[src/rtl/core/vct_pkg.sv]
// Shared types, constants and helpers for the vertex camera transform block.
package vct_pkg;

  // Fixed-point format and near plane distance
  localparam int FracBits  = 16;
  localparam int NearDist  = 65536;

  // Datapath widths
  localparam int CfgIdxW   = 4;
  localparam int FocalW    = 12;
  localparam int NumW      = 44;               // |rel * focal| < 2^43
  localparam int DvdW      = NumW + FracBits;  // scaled dividend
  localparam int DivisorW  = 33;               // |dif_y| <= 2^32
  localparam int QsW       = DvdW + 1;         // signed quotient
  localparam int WideW     = 72;               // headroom for saturation
  localparam int RotW      = 52;
  localparam int RotShift  = 14;
  localparam int RoundHalf = 8192;
  localparam int TLimExp   = 30;
  localparam int CenterW   = 1 + 12 + FracBits;
  localparam int QueueDepth = 2;

  typedef enum logic [CfgIdxW-1:0] {
    CfgCamPosX   = 4'd0,
    CfgCamPosY   = 4'd1,
    CfgCamPosZ   = 4'd2,
    CfgCosAngle  = 4'd3,
    CfgSinAngle  = 4'd4,
    CfgFocal     = 4'd5,
    CfgHalfWidth = 4'd6,
    CfgHalfHeight = 4'd7
  } cfg_idx_t;

  typedef struct packed {
    logic signed [31:0] cam_pos_x;
    logic signed [31:0] cam_pos_y;
    logic signed [31:0] cam_pos_z;
    logic signed [15:0] cos_angle;
    logic signed [15:0] sin_angle;
    logic [FocalW-1:0]  focal_length;
    logic [11:0]        half_width;
    logic [11:0]        half_height;
  } cfg_t;

  typedef struct packed {
    logic               op;
    logic signed [31:0] world_x;
    logic signed [31:0] world_y;
    logic signed [31:0] world_z;
  } in_item_t;

  typedef struct packed {
    logic signed [31:0] rel_x;
    logic signed [31:0] rel_y;
    logic signed [31:0] rel_z;
    logic               in_view;
    logic signed [31:0] screen_x;
    logic signed [31:0] screen_y;
    logic               screen_valid;
  } out_item_t;

  typedef enum logic [1:0] {
    JobNone    = 2'd0,
    JobProject = 2'd1,
    JobNear    = 2'd2
  } job_kind_t;

  typedef struct packed {
    job_kind_t          kind;
    logic signed [31:0] rel_x;
    logic signed [31:0] rel_y;
    logic signed [31:0] rel_z;
    logic               in_view;
    logic signed [31:0] prev_x;
    logic signed [31:0] prev_y;
    logic signed [31:0] prev_z;
    logic signed [32:0] dif_x;
    logic signed [32:0] dif_y;
    logic signed [32:0] dif_z;
  } job_t;

  typedef struct packed {
    logic                start;
    logic [DivisorW-1:0] divisor;
    logic [DvdW-1:0]     dvd0;
    logic [DvdW-1:0]     dvd1;
  } div_req_t;

  typedef struct packed {
    logic            done;
    logic [DvdW-1:0] quo0;
    logic [DvdW-1:0] quo1;
  } div_rsp_t;

  typedef enum logic [2:0] {
    FrIdle, FrTrans, FrMul, FrRot, FrPush
  } fr_state_t;

  typedef enum logic [3:0] {
    BkIdle, BkMul, BkStart, BkDiv, BkMulT, BkAdd, BkMulF, BkFin, BkOut
  } bk_state_t;

  // Clamp a wide two's complement value to 32 bits
  function automatic logic [31:0] sat32(input logic [WideW-1:0] v);
    logic [WideW-32:0] top;
    top = v[WideW-1:31];
    if (top == '0 || top == '1) return v[31:0];
    return v[WideW-1] ? 32'h8000_0000 : 32'h7fff_ffff;
  endfunction

  // Magnitude of a 32-bit signed value
  function automatic logic [32:0] abs33(input logic signed [31:0] v);
    return v[31] ? 33'(-33'(v)) : 33'(v);
  endfunction

endpackage

[src/rtl/core/vct_div.sv]
// Two-lane unsigned restoring divider with a shared divisor, two quotient bits per cycle.
module vct_div (
  input  logic              clk,
  input  logic              rst,
  input  vct_pkg::div_req_t req,
  output vct_pkg::div_rsp_t rsp
);

  localparam int Steps = vct_pkg::DvdW / 2;
  localparam int CntW  = $clog2(Steps);
  localparam int PairW = vct_pkg::DivisorW + vct_pkg::DvdW;

  logic                         busy, done;
  logic [CntW-1:0]              cnt;
  logic [vct_pkg::DivisorW-1:0] dvsr, rem0, rem1;
  logic [vct_pkg::DvdW-1:0]     dvd0, dvd1;
  logic [PairW-1:0]             s0a, s0b, s1a, s1b;

  // One restoring step: shift in the next dividend bit, subtract when it fits
  function automatic logic [PairW-1:0] div_step(
    input logic [vct_pkg::DivisorW-1:0] rem,
    input logic [vct_pkg::DvdW-1:0]     dvd,
    input logic [vct_pkg::DivisorW-1:0] d
  );
    logic [vct_pkg::DivisorW:0] trial;
    logic                       fits;
    trial = {rem, dvd[vct_pkg::DvdW-1]};
    fits  = (trial >= {1'b0, d});
    if (fits) trial = trial - {1'b0, d};
    return {trial[vct_pkg::DivisorW-1:0], dvd[vct_pkg::DvdW-2:0], fits};
  endfunction

  always_comb begin
    s0a = div_step(rem0, dvd0, dvsr);
    s0b = div_step(s0a[PairW-1:vct_pkg::DvdW], s0a[vct_pkg::DvdW-1:0], dvsr);
    s1a = div_step(rem1, dvd1, dvsr);
    s1b = div_step(s1a[PairW-1:vct_pkg::DvdW], s1a[vct_pkg::DvdW-1:0], dvsr);
  end

  // Iteration control and lane registers
  always_ff @(posedge clk) begin
    if (rst) begin
      busy <= 1'b0;
      done <= 1'b0;
      cnt  <= '0;
    end else begin
      done <= 1'b0;
      if (req.start) begin
        busy <= 1'b1;
        cnt  <= '0;
        dvsr <= req.divisor;
        rem0 <= '0;
        rem1 <= '0;
        dvd0 <= req.dvd0;
        dvd1 <= req.dvd1;
      end else if (busy) begin
        {rem0, dvd0} <= s0b;
        {rem1, dvd1} <= s1b;
        cnt <= cnt + CntW'(1);
        if (cnt == CntW'(Steps - 1)) begin
          busy <= 1'b0;
          done <= 1'b1;
        end
      end
    end
  end

  assign rsp.done = done;
  assign rsp.quo0 = dvd0;
  assign rsp.quo1 = dvd1;

endmodule

[config.mk]
export PLATFORM = sky130hd
export DESIGN_NAME = vct_div
export DESIGN_NICKNAME = d
export VERILOG_FILES = /design/src/rtl/core/vct_pkg.sv /design/src/rtl/core/vct_div.sv
export SDC_FILE = /design/constraint.sdc
export NUM_CORES = 1
export LEC_CHECK = 0
export BUFFER_PORTS_ARGS = -buffer_cell sky130_fd_sc_hd__buf_2
export CORE_MARGIN = 1.5
export CORE_UTILIZATION = 25
export CTS_BUF_LIST = sky130_fd_sc_hd__clkbuf_8
export CTS_CLUSTER_DIAMETER = 150
export DETAILED_ROUTE_END_ITERATION = 10
export SYNTH_ARGS = -nofsm -noshare
export SYNTH_HDL_FRONTEND = slang
export SYNTH_SLANG_ARGS = --single-unit
export TNS_END_PERCENT = 20
[constraint.sdc]
create_clock -name clk -period 12.65 [get_ports clk]
set_input_delay 2.53 -clock clk [delete_from_list [all_inputs] [get_ports clk]]
set_output_delay 2.53 -clock clk [all_outputs]
set_load 0.02 [all_outputs]
==> metrics <==
met1 WL=22660 µm; Mapped Area=17930 µm²; Mapped Cells=1812; sequential area share after synthesis=37.46%; number of enable flip-flop cells after synthesis=219; outcome=finished clean; initial antenna violation count=2; synthesis-to-layout area growth=12.85%; Reg area=6716 µm²; top cell type's share of synthesized area=36.68%; ANT nets after route=0; Post-CTS Hold Buffers=0; total track usage=13.34%; Die X=270.8 µm; # H-tree levels=2; first drt pass iteration count=6; flops & latches, synth=226; Req. time, crit path=12960 ps; row count=98; worst min path class=flop to flop; Ports=277; CTS max path bufs=3; WL/cell=17.11 µm; Worst Path Max Fanout=26; Post-synth ARST share=0%; CORE AREA=71240 µm²; Final Util=28.40%; setup TNS=0 ps; layout cells sized above 1=25.65%; Starting Density=25.17%; syn nets=2106; Reg2Reg Depth=24; drt total wl=50550 µm; hpwl dp=38530 µm; crit path DAT=7150 ps; Synth Flop Type=edfxtp_1; crit path time final=6839 ps; IO Port Bufs=276; most frequent cells in the layout=buf_2, edfxtp_1, a21oi_1; PostCTS Resize Cnt=0; GRT overflow=0; hold slack final=533.1 ps; Final Hold Vio Count=0; Syn. warnings=0; nets@finish=2266; number of global-route vias before repair=14047; Area contributors post-synth=edfxtp_1, ha_1, mux2_2; DRC viols=0; max-cap violations=0; ant diodes=0; hold path depth=2; Initial DRC Count=963; startpoint types=flop; CTS tree=built; slew margin rel.=29.50%; most common cell after layout, fill and taps aside=buf_2; area leader, netlist=edfxtp_1; Setup Crit Path Kind=flop to flop; DP Area=19500 µm²; root buffer selected by CTS=clkbuf_8; Top Metal Used=met5; max frequency=146.2 MHz; DR vias=14118; Die H=270.8 µm; Filler cells=7483; syn avg cell area=9.896 µm²; max-slew violation count=0; Clk pin slew, worst setup/hold paths=60 ps; metal3 WL=3266 µm; setup bufs post-CTS=0; clock latency on the worst-skew pair=620 ps; total clock sinks=226; final setup fails=0; largest net degree at the start of global routing=74; gpl congestion=0.8715; Met2 Wirelength=23700 µm; fin crit share=54.06%; Worst Skew=64.43 ps; Worst setup EP type=flop; Finished Cell Area=20240 µm²; Via-to-Cell Ratio=4.779; Slew @ Worst Pin=1058 ps; RSZ-0062 raised after global routing=false; CTS Buf Count=43; die area=73340 µm²; first-pass GRT wire length=77880 µm; multi-input logic area=9828 µm²; Distinct cells, synth=79
cell usage after synthesis (all sizes together) (8+ instances only):
cell type,count
nor2b,17
nor4,9
buf,133
and3,15
a211oi,30
xnor2,63
or2,9
nand4,24
o211ai,12
xor2,41
and2,12
a21oi,157
edfxtp,219
a21o,52
a2111oi,8
o21bai,14
mux2i,25
or3,11
mux2,141
a31oi,16
o21a,22
clkbuf,43
nand3,40
nand2b,16
nor2,126
nand2,135
o21ai,75
ha,134
nor3,38
inv,69
stage by stage:
stage	instances	setup slack, ps
2_1_floorplan	1812	824.5
5_1_grt	2954	5338
3_5_place_dp	2877	5892
4_1_cts	2954	5806
6_report	2954	5811
3_3_place_gp	2877	6018
sequential cells by signal (all words and copies together), names as in the netlist:
signal	flops
dvd0	60
dvd1	60
dvsr	33
rem0	33
rem1	33
cnt	5
busy	1
done	1
kinds of logic (layout without fill, tap and decap cells):
| kind of cell | Yosys count | count (layout) | share of synthesized area (%) |
|---|---|---|---|
| buf+inv | 246 | 438 | 7.885 |
| fa+ha+maj | 138 | 138 | 9.797 |
| simple gates | 474 | 474 | 12.63 |
| compound gates | 458 | 458 | 16.88 |
| mux | 166 | 166 | 10.27 |
| xor+xnor | 104 | 104 | 5.080 |
| flops | 226 | 226 | 37.46 |
cell type report:
class,instances,share of cell area (%)
Multi-Input combinational cell,1340,48.57
Sequential cell,226,33.19
Timing Repair Buffer,291,7.414
Tap cell,950,5.874
Clock buffer,43,2.925
Inverter,70,1.298
Clock inverter,34,0.7296
final timing paths:
| path | startpoint | endpoint | slack (ps) |
|---|---|---|---|
| worst max-delay path | dvsr[0]$_DFFE_PP_ | rem0[31]$_SDFFCE_PP0P_ | 5810 |
| worst max register to register | dvsr[0]$_DFFE_PP_ | rem0[31]$_SDFFCE_PP0P_ | 5810 |
| worst min-delay path | cnt[1]$_SDFFE_PP0P_ | cnt[1]$_SDFFE_PP0P_ | 530 |
| worst min register to register | cnt[1]$_SDFFE_PP0P_ | cnt[1]$_SDFFE_PP0P_ | 530 |
critical path, cell delays in order (launching register included):
cell      delay (ps)
edfxtp_1         500
ha_1             230
inv_1             50
fa_1             400
nand3_1          120
a21oi_1          140
nor4b_2          320
o21ai_1          190
a41o_1           290
o21ai_1          140
buf_4            220
and2_1           550
mux2_2           430
ha_1             350
a21o_1           230
a221oi_1         260
nor3b_1          120
o21a_1           240
o21ai_0          180
nor2b_1          220
o21a_1           220
o311ai_4         300
buf_4            370
and2_1           230
a31o_2           240
metal layers:
layer	up-vias	GRT usage, %
li1	6968	-
met1	6626	17.47
met2	452	22.32
met3	68	2.698
met4	4	3.308
met5	-	0
Power is left out: the tool's default activity adds up to more than one toggle a clock period on the data nets, which glitch-free logic cannot reach.
