<file path="src/rtl/core/vct_pkg.sv">
// Shared types, constants and helpers for the vertex camera transform block.
package vct_pkg;

  // Fixed-point format and near plane distance
  localparam int FracBits  = 16;
  localparam int NearDist  = 65536;

  // Datapath widths
  localparam int CfgIdxW   = 4;
  localparam int FocalW    = 12;
  localparam int NumW      = 44;               // |rel * focal| < 2^43
  localparam int DvdW      = NumW + FracBits;  // scaled dividend
  localparam int DivisorW  = 33;               // |dif_y| <= 2^32
  localparam int QsW       = DvdW + 1;         // signed quotient
  localparam int WideW     = 72;               // headroom for saturation
  localparam int RotW      = 52;
  localparam int RotShift  = 14;
  localparam int RoundHalf = 8192;
  localparam int TLimExp   = 30;
  localparam int CenterW   = 1 + 12 + FracBits;
  localparam int QueueDepth = 2;

  typedef enum logic [CfgIdxW-1:0] {
    CfgCamPosX   = 4'd0,
    CfgCamPosY   = 4'd1,
    CfgCamPosZ   = 4'd2,
    CfgCosAngle  = 4'd3,
    CfgSinAngle  = 4'd4,
    CfgFocal     = 4'd5,
    CfgHalfWidth = 4'd6,
    CfgHalfHeight = 4'd7
  } cfg_idx_t;

  typedef struct packed {
    logic signed [31:0] cam_pos_x;
    logic signed [31:0] cam_pos_y;
    logic signed [31:0] cam_pos_z;
    logic signed [15:0] cos_angle;
    logic signed [15:0] sin_angle;
    logic [FocalW-1:0]  focal_length;
    logic [11:0]        half_width;
    logic [11:0]        half_height;
  } cfg_t;

  typedef struct packed {
    logic               op;
    logic signed [31:0] world_x;
    logic signed [31:0] world_y;
    logic signed [31:0] world_z;
  } in_item_t;

  typedef struct packed {
    logic signed [31:0] rel_x;
    logic signed [31:0] rel_y;
    logic signed [31:0] rel_z;
    logic               in_view;
    logic signed [31:0] screen_x;
    logic signed [31:0] screen_y;
    logic               screen_valid;
  } out_item_t;

  typedef enum logic [1:0] {
    JobNone    = 2'd0,
    JobProject = 2'd1,
    JobNear    = 2'd2
  } job_kind_t;

  typedef struct packed {
    job_kind_t          kind;
    logic signed [31:0] rel_x;
    logic signed [31:0] rel_y;
    logic signed [31:0] rel_z;
    logic               in_view;
    logic signed [31:0] prev_x;
    logic signed [31:0] prev_y;
    logic signed [31:0] prev_z;
    logic signed [32:0] dif_x;
    logic signed [32:0] dif_y;
    logic signed [32:0] dif_z;
  } job_t;

  typedef struct packed {
    logic                start;
    logic [DivisorW-1:0] divisor;
    logic [DvdW-1:0]     dvd0;
    logic [DvdW-1:0]     dvd1;
  } div_req_t;

  typedef struct packed {
    logic            done;
    logic [DvdW-1:0] quo0;
    logic [DvdW-1:0] quo1;
  } div_rsp_t;

  typedef enum logic [2:0] {
    FrIdle, FrTrans, FrMul, FrRot, FrPush
  } fr_state_t;

  typedef enum logic [3:0] {
    BkIdle, BkMul, BkStart, BkDiv, BkMulT, BkAdd, BkMulF, BkFin, BkOut
  } bk_state_t;

  // Clamp a wide two's complement value to 32 bits
  function automatic logic [31:0] sat32(input logic [WideW-1:0] v);
    logic [WideW-32:0] top;
    top = v[WideW-1:31];
    if (top == '0 || top == '1) return v[31:0];
    return v[WideW-1] ? 32'h8000_0000 : 32'h7fff_ffff;
  endfunction

  // Magnitude of a 32-bit signed value
  function automatic logic [32:0] abs33(input logic signed [31:0] v);
    return v[31] ? 33'(-33'(v)) : 33'(v);
  endfunction

endpackage

</file>
<file path="src/rtl/core/vct_queue.sv">
// Two-entry job queue between the front and back ends.
module vct_queue (
  input  logic          clk,
  input  logic          rst,
  input  logic          push_valid,
  output logic          push_ready,
  input  vct_pkg::job_t push_job,
  output logic          pop_valid,
  input  logic          pop,
  output vct_pkg::job_t pop_job
);

  vct_pkg::job_t entries [vct_pkg::QueueDepth];
  logic       wr_ptr, rd_ptr;
  logic [1:0] count;
  logic       do_push, do_pop;

  assign push_ready = (count != 2'(vct_pkg::QueueDepth));
  assign pop_valid  = (count != 2'd0);
  assign pop_job    = entries[rd_ptr];
  assign do_push    = push_valid && push_ready;
  assign do_pop     = pop && pop_valid;

  // Pointers and fill count
  always_ff @(posedge clk) begin
    if (rst) begin
      wr_ptr <= 1'b0;
      rd_ptr <= 1'b0;
      count  <= 2'd0;
    end else begin
      if (do_push) wr_ptr <= ~wr_ptr;
      if (do_pop)  rd_ptr <= ~rd_ptr;
      if (do_push && !do_pop) count <= count + 2'd1;
      else if (do_pop && !do_push) count <= count - 2'd1;
    end
  end

  // Entry storage
  always_ff @(posedge clk) begin
    if (do_push) entries[wr_ptr] <= push_job;
  end

endmodule

</file>
<file path="config.mk">
export PLATFORM = sky130hd
export DESIGN_NAME = vct_queue
export DESIGN_NICKNAME = d
export VERILOG_FILES = /design/src/rtl/core/vct_pkg.sv /design/src/rtl/core/vct_queue.sv
export SDC_FILE = /design/constraint.sdc
export NUM_CORES = 1
export LEC_CHECK = 0
export BUFFER_PORTS_ARGS = -buffer_cell sky130_fd_sc_hd__buf_2
export CORE_AREA = 3 3 228 230
export DETAILED_ROUTE_END_ITERATION = 10
export DIE_AREA = 0 0 231 233
export GPL_ROUTABILITY_DRIVEN = 0
export PLACE_DENSITY = 0.75
export SYNTH_ARGS = -nofsm -noshare
export SYNTH_HDL_FRONTEND = slang
export SYNTH_SLANG_ARGS = --single-unit
</file>
<file path="constraint.sdc">
create_clock -name clk -period 9.1 [get_ports clk]
set_input_delay 1.82 -clock clk [delete_from_list [all_inputs] [get_ports clk]]
set_output_delay 1.82 -clock clk [all_outputs]
set_load 0.01 [all_outputs]
</file>
==> summary.md, run 1 <==
The commonest cells after synthesis are edfxtp_1, mux2_4, mux2_2, buf_6, dfxtp_1. The run gives 682 as the initial DRC count. The count of input and output buffers is 593, and the number of cell rows is 82. The share of the synthesized area in compound gates (AO/OA/AOI/OAI) was 0.1333%. The worst register-to-register path ends at entries[1][172]. The first global-routing pass estimated 70210 µm of wire.

The path class of the lowest-slack min-delay path is reg -> reg. The synthesized design spends more area on one cell type than any other, namely edfxtp_1. The flow ran to the end, and the final reports show no timing, DRC or antenna violations. The via count is 11220. The TritonCTS buffer count was 58.

The number of nets in the finished design was 1865. The category of the critical setup timing path was reg -> out. The tools report the global route total overflow as 0. The run gives 22530 µm² as the cell area after synthesis.

Number of nets in the synthesized netlist: 1238. After the flow finishes, the layout carries non-filler instances totaling 2298. CTS built an H-tree with a depth of 2.

The final wirelength is 48870 µm. Total power for the finished layout comes to 7.886 mW. Clock latency reported for the late side of the worst-skew pair: 0.60 ns.

For this design the top-level I/O count stands at 594. The transition time at the pin with the least slew margin was 1.183 ns; the count of maximum capacitance violations was 0. Summing the areas of all fa, ha and maj instances in the mapped netlist gives 0.05554% of the synthesized area.

The critical path data required time was 7.28 ns; the largest net degree at the start of global routing was 155. The first detailed-routing pass ran for 5 iterations. The number of instances on the worst hold path was 2. For this design the static power due to leakage is 10.86 nW.

The async set-or-reset flop fraction in the synthesized netlist is 0%, and the register-to-register setup slack is 5.99 ns. Sorting the synthesized cells by area gives the leading types as edfxtp_1, mux2_4, mux2_2, buf_6, dfxtp_1. The overall die height works out to 233 µm. The area growth from synthesis to layout was 24.21%; the total half-perimeter wirelength after legalization and detailed placement was 33440 µm. The basic-gate share of the synthesized area counting and, or, nand and nor cells is 0.2222%.

The reg-to-reg startpoint is count[0]. Setup violations remaining at the end of the flow were counted as 0. A synthesized cell averages 23.99 µm². The maximum fanout along the worst path was 126. Summed over all failing endpoints, the final setup total negative slack is 0 ns. The overall track demand over capacity in global routing is 17.25%. Once the floorplan was initialized, standard cells occupied 44.99% of the core. The tools report the number of DRC violations after detailed routing as 0.

Number of resized instances in the post-cts repair step: 0. After detailed placement, the total cell area comes to 26090 µm². Setup repair after global routing left no endpoint under its margin. The final critical path time including I/O delays and setup was 4.998 ns. The die covers 53820 µm².

Measured on the finished design, the core utilization comes to 55.89%. The clock net sink count is 593. Once layout is done, the placed cells without fillers occupy 27980 µm².

During synthesis, Yosys emitted a total of 0 warnings. The count of hold buffers inserted by post-cts repair is 0, and the die boundary width is 231 µm. In this run the most critical hold path is launched from rd_ptr.

Dominant register cell in the synthesized netlist: edfxtp_1. The clock-pin transition on the worst setup and hold timing paths was 0.06 ns. The initial antenna violation count is 17, and the headroom to the max-slew limit is 21.17%. Synthesis handed over a netlist of 939 instances. Share of the synthesized area in the top cell type: 78.38%.

At the worst endpoint, the arrival time is 3.18 ns. The core region is 50070 µm². Of the cells placed in the final design, the portion with a size suffix greater than 1 is 60.80%.

The clock passes through at most 3 buffers. The capturing element type of the critical path was an output pin. The maximum ir drop on the vdd rail was 248.4 µV; the via count of the first global-routing pass was 11590. Measured in cells, the most critical reg-to-reg path has a length of 4. The worst setup path is launched from a flop.

After Yosys synthesis, XOR and XNOR cells account for 0.1166% of the synthesized area. For this run, the top clock speed supported by timing is 200.1 MHz. The number of synthesized register bits is 593. After clock tree synthesis, the setup repair step added 0 buffers.

The power per unit of standard cell area came out at 281.8 nW/µm². The share of the clock period used by the worst path was 54.92%; the number of enable-type register cells in the synthesized netlist was 588. The tools report the library cell used as clock root buffer as clkbuf_16. The post-route clock skew is 0.02362 ns. TritonCTS built the clock tree.

The run gives 78.83% as the sequential share of the synthesized area. The tools report the count of final max-slew check failures as 0. The most common cell in the netlist was edfxtp_1. By area, the combinational part of the netlist is dominated by multiplexers.

The ratio of routed vias to standard cells works out to 4.883. Once placement completed, the tool counted placed cells totaling 2178. The mux cell area share after synthesis is 19.03%, and the post-detailed-route count of antenna-violating nets is 0. The per-cell routed wire length is 21.27 µm. Yosys mapped the design onto 20 distinct sky130hd cell types. Final number of hold-violating endpoints: 0.
-- critical path, stage by stage (launching register included) --
cell,delay [ns]
dfxtp_4,1.08
buf_12,0.65
mux2_4,0.37
buf_2,0.15
-- flip-flops by register name, indices dropped and copies added, names as in the netlist, named ones only --
signal,count
rd_ptr,1
wr_ptr,1
entries,588
count,2
-- kinds of logic (layout without fill, tap and decap cells) --
| logic type | Yosys count | in the layout |
|---|---|---|
| other | 0 | 11 |
| adders and majority gates | 1 | 1 |
| AOI/OAI and AO/OA | 5 | 5 |
| DFF | 593 | 593 |
| buffers and inverters | 34 | 710 |
| muxes | 294 | 294 |
| and+or+nand+nor | 9 | 9 |
| xor gates and xnor gates | 3 | 3 |
-- stage by stage --
stage | hold slack [ns] | setup WS [ns]
floorplan | 0.4705 | 0.8666
global placement | 0.4872 | 4.768
detailed placement | 0.5006 | 4.728
CTS | 0.5154 | 4.100
global route | 0.5467 | 3.971
finish | 0.5143 | 4.102
-- per-layer routing --
| layer | up-vias | part of all wire (%) | GRT usage (%) |
|---|---|---|---|
| met2 | 493 | 52 | 29.93 |
| met4 | 12 | 2.7 | 5.636 |
| met3 | 98 | 9.1 | 5.987 |
| met1 | 5588 | 36 | 20.15 |
| met5 | - | 0.17 | 0 |
| li1 | 5030 | - | - |
-- worst max path at each step --
stage / cells past startpoint / to / slack [ns] / from
after CTS: 3 / pop_job[113] / 4.10 / flop
after floorplan: 2 / entries[0][0] / 0.87 / push_valid
final: 3 / pop_job[64] / 4.10 / flop
after global placement: 3 / pop_job[52] / 4.77 / flop
after global routing: 3 / pop_job[90] / 3.97 / flop
after detailed placement: 3 / pop_job[64] / 4.73 / flop
-- power breakdown --
| group | total, mW | switching, mW | internal (mW) |
|---|---|---|---|
| clock network | 2.31 | 0.964 | 1.34 |
| registers | 3.55 | 0.135 | 3.42 |
| logic | 2.02 | 1.00 | 1.02 |
-- cell usage in the layout, fill, tap and decap left out, types with 3 or more instances in the layout --
cell,Yosys,final
buf_2,3,593
clkinv_1,0,7
clkinv_2,0,13
buf_4,0,3
bufinv_16,0,5
clkbuf_16,0,59
mux2_2,34,34
dfxtp_1,5,4
diode_2,0,11
mux2_4,260,260
edfxtp_1,588,588
buf_12,0,4
xor2_1,3,3
nor2_1,3,3
clkbuf_1,0,19
-- layout make-up --
type                    count  area (µm²)
well taps                 672       840.8
multi-input cells         312        4410
clock inverters            30       297.8
inverters                   1       11.26
flip-flops and latches    593       17760
diodes                     11       27.53
repair buffers            600        3070
clock buffers              79        1562
fillers                  3860       22090
No activity file was read; power rests on OpenSTA's default activity.
==> inputs of run 2 (changes only) <==
--- a/config.mk
+++ b/config.mk
@@ -5,12 +5,13 @@
 export SDC_FILE = /design/constraint.sdc
 export NUM_CORES = 1
 export LEC_CHECK = 0
+export ABC_AREA = 1
 export BUFFER_PORTS_ARGS = -buffer_cell sky130_fd_sc_hd__buf_2
-export CORE_AREA = 3 3 228 230
+export CORE_AREA = 3 3 230 232
 export DETAILED_ROUTE_END_ITERATION = 10
-export DIE_AREA = 0 0 231 233
+export DIE_AREA = 0 0 233 235
 export GPL_ROUTABILITY_DRIVEN = 0
-export PLACE_DENSITY = 0.75
+export PLACE_DENSITY = 0.71
 export SYNTH_ARGS = -nofsm -noshare
 export SYNTH_HDL_FRONTEND = slang
 export SYNTH_SLANG_ARGS = --single-unit
==> constraint.sdc (replaced) <==
create_clock -name clk -period 4.7 [get_ports clk]
set_input_delay 0.94 -clock clk [delete_from_list [all_inputs] [get_ports clk]]
set_output_delay 0.94 -clock clk [all_outputs]
set_load 0.01 [all_outputs]
==> summary.md, run 2 <==
The run finished with clean final reports. The clock net sink count came out at 593 (unchanged). The layout cell share with drive strength beyond 1 came out at 60.76% (about the same).

TritonCTS built the clock tree. The buffers inserted during post-CTS setup optimization was 0 (unchanged). The number of enable-type register cells in the synthesized netlist is 588 (unchanged).

Number of resized instances in the post-cts repair step: 0 (unchanged). After synthesis, the cell types taking the most area are edfxtp_1, mux2_4, mux2_2, buf_6, dfxtp_1. The worst setup path is captured at an output pin.

After layout, the worst path uses 71.84% of the clock period. The initial antenna violation count was 28 (+11); the internal power was 11.16 mW (+93%). The logs give 83 (+1.2%) for the number of cell rows and 3 (unchanged) for the maximum buffer depth of the clock tree.

Among all flip-flop cells after synthesis, the most frequent one is edfxtp_1. The tools report the capture point of the worst reg-to-reg path as entries[1][251]. The ratio of routed vias to standard cells is 4.838 (-0.91%), and the global route total overflow is 0 (unchanged).

The cell accounting for the most synthesized area is edfxtp_1. The async set-or-reset flop fraction in the synthesized netlist is 0% (unchanged), and the share of power burned in registers is 45.5% (+0.4 points). The count of maximum capacitance violations is 0 (unchanged), and the count of input and output buffers is 593 (unchanged).

The mux cell area share after synthesis was 19.02% (about the same); the area growth from synthesis to layout was 25.33%. Register-to-register setup slack: 2.41 ns (-3.58 ns). For the total of fill cells in the finished design, the log shows 3904 (+1.1%). The number of placed cells counting well taps was 2214 (+1.7%). For the headroom to the max-slew limit, the log shows 35.04% (+14 points).

The tools report the total setup violations reported at the end of the flow as 0 (unchanged). The number of DRC violations after detailed routing came out at 0 (unchanged). The maximum ir drop on the vdd rail is 394.1 µV (+59%), and the per-cell routed wire length is 21.01 µm (-1.2%). The post-synthesis adder-cell area fraction was 0.05550% (about the same).

edfxtp_1 is the most common cell in the netlist. The die outline area came out at 54760 µm² (+1.7%). The number of warning messages in the yosys log was 0 (unchanged); the post-detailed-route count of antenna-violating nets was 0 (unchanged). The run gives 17.39% (+0.13 points) as the overall track demand over capacity in global routing. The run gives 0.02045 ns (-0.003167 ns) as the post-route clock skew.

The commonest cells after synthesis are edfxtp_1, mux2_4, mux2_2, buf_6, nand2_1. Critical path data required time: 3.76 ns (-3.52 ns). The path with the worst hold slack has its endpoint at rd_ptr. Setup repair after global routing left no endpoint under its margin.

The per-instance average area after synthesis works out to 23.68 µm² (-1.3%). The transition time at the pin with the least slew margin came out at 0.9744 ns (-0.2081 ns). The run gives 575 (-16%) as the initial DRC count. The logs give 78.77% (about the same) for the sequential share of the synthesized area and 24.2% (-1.5 points) for the combinational group share of total power. The tools report the proportion of power drawn by the clock network as 30.2% (+0.9 points). The run gives 137 (-12%) as the largest net degree at the start of global routing. The run gives 44.03% (-0.96 points) as the effective utilization at floorplan. The tools report the cell area after synthesis as 22540 µm² (about the same). For the number of cells in the finished layout apart from fillers, the log shows 2340 (+1.8%). The die boundary width is 233 µm (+0.87%).

Multi-input combinational cell area: 4427 µm² (+0.37%). The via count is 11320 (+0.90%), and the share of the synthesized area in compound gates (AO/OA/AOI/OAI) is 0.08881% (-0.044 points). The number of instances on the worst hold path works out to 2 (unchanged).

The final number of hold-violating endpoints is 0 (unchanged), and the utilization after layout is 55.18% (-0.70 points). The routed design could run at a clock period as short as 3.376 ns. Startpoint of the tightest hold check path: rd_ptr.

The total half-perimeter wirelength after legalization and detailed placement is 34570 µm (+3.4%), and the depth of the CTS H-tree is 2 (unchanged). The register containing the most flip-flops in the final layout is entries. The number of flip-flops in the largest register came out at 588 (unchanged). The worst stage delay on the critical path was 0.79 ns (-0.29 ns). The count of final max-slew check failures came out at 0 (unchanged).

The overall die height is 235 µm (+0.86%). Reg-to-reg startpoint: count[0]. The share of the synthesized area in the top cell type came out at 78.33% (about the same). Leaving out fill and tap cells, the most frequent cell in the layout is buf_2.

The via count of the first global-routing pass is 12000 (+3.5%), and the top-level port count is 594 (unchanged). The total core area came out at 51200 µm² (+2.3%). The run gives 1894 (+1.6%) as the number of nets in the finished design. The count of hold buffers inserted by post-cts repair came out at 0 (unchanged). For the unique cell type count in the Yosys netlist, the log shows 15 (-25%). The clock-pin transition on the worst setup and hold timing paths came out at 0.06 ns (about the same). The switching share of power came out at 26.44% (-0.23 points). The worst setup path is launched from a flop. The basic-gate share of the synthesized area counting and, or, nand and nor cells was 0.3386% (+0.12 points).

The number of synthesized register bits came out at 593 (unchanged). Leaving out fill and tap cells, the most frequent cells in the layout are buf_2, edfxtp_1, mux2_4. The tools report the detailed-routing iteration count for the pre-antenna-repair pass as 5 (unchanged). The top achievable clock speed is 296.2 MHz, and the TritonCTS buffer count is 59 (+1.7%). The tools report the final setup slack of the worst path as 1.324 ns (-2.778 ns). By area, the combinational part of the netlist is dominated by multiplexers. The number of cells on the worst reg-to-reg path was 5 (+1); the maximum fanout along the worst path was 61 (-52%). The final wirelength is 49160 µm (+0.60%). The synthesized-area fraction occupied by xor and xnor cells is 0% (-0.12 points).

The run gives 2.44 ns (-0.74 ns) as the critical path data arrival time. The slowest stage of the critical path is the dfxtp_4 cell. The post-placement worst setup slack was 1.859 ns (-2.868 ns).

The clock latency reported for the late side of the worst-skew pair is 0.59 ns (about the same), and the number of nets in the synthesized netlist is 1251 (+1.1%). The wire length of the first global-routing pass came out at 71880 µm (+2.4%). The largest registers in the layout are entries: 588 flops, count: 2 flops. Total leakage power: 11.02 nW (+1.5%).

The category of the critical setup timing path is reg -> out. The tools report the flip-flop and latch area as 17760 µm² (unchanged). The cell sitting at the root of the clock tree is a clkbuf_16.

For the cell count after synthesis, the log shows 952 (+1.4%). In this run the worst hold path is classified as reg -> reg. The signal on the critical path passes through buf_12, mux2_4, buf_2.

The power per unit of standard cell area was 537.0 nW/µm² (+91%). Net load switching power: 4.012 mW (+91%).
## run 2: layout make-up
class | count | area share, %
antenna | 19 | 0.1683
clock buffer | 70 | 5.372
clock inverter | 37 | 1.324
inverter | 8 | 0.1063
multi-input combinational | 318 | 15.67
sequential | 593 | 62.86
tap | 680 | 3.011
timing repair buffer | 615 | 11.49
## run 2: per-layer routing
layer	vias up	part of all wire, %	GRT usage [%]
li1	5104	-	-
met3	116	8.0	5.674
met1	5673	36	19.90
met2	409	52	29.74
met4	20	3.6	7.596
met5	-	0.26	0
## run 2: through the flow
step	setup TNS (ns)	hold WS (ns)	total power, mW	area, µm²
6_report	0	0.5070	15.17	28250
5_1_grt	0	0.4936	15.80	28240
4_1_cts	0	0.4815	15.36	28210
3_5_place_dp	0	0.4976	10.74	26310
3_3_place_gp	0	0.4784	10.67	26310
2_1_floorplan	-633.82	0.4645	9.507	22570
## run 2: cells by family after synthesis
kind of cell               Yosys count
AOI/OAI and AO/OA                    4
and+or+nand+nor                     19
adders and majority gates            1
muxes                              294
buffers and inverters               41
DFF                                593
## run 2: worst max path at each step
| stage | start | to | slack, ns | depth (start not counted) |
|---|---|---|---|---|
| floorplan | push_valid | entries[0][0] | -1.08 | 2 |
| global placement | push_valid | entries[1][6] | 1.91 | 4 |
| detailed placement | push_valid | entries[1][191] | 1.86 | 4 |
| CTS | flop | pop_job[86] | 1.25 | 3 |
| global route | flop | pop_job[88] | 1.18 | 3 |
| finish | flop | pop_job[92] | 1.32 | 3 |
## run 2: critical path: cells and delay by family, from the launching register on
kind                   cells  cell delay [ns]
buffers and inverters      2             0.62
multiplexers               1             0.35
flip-flops                 1             0.79
## run 2: power by group through the flow
stage | combinational, mW | clock [mW] | sequential [mW]
4_1_cts | 3.73 | 4.71 | 6.92
6_report | 3.68 | 4.59 | 6.91
3_5_place_dp | 3.72 | 0 | 7.02
3_3_place_gp | 3.70 | 0 | 6.97
2_1_floorplan | 2.48 | 0 | 7.03
5_1_grt | 3.91 | 4.92 | 6.97
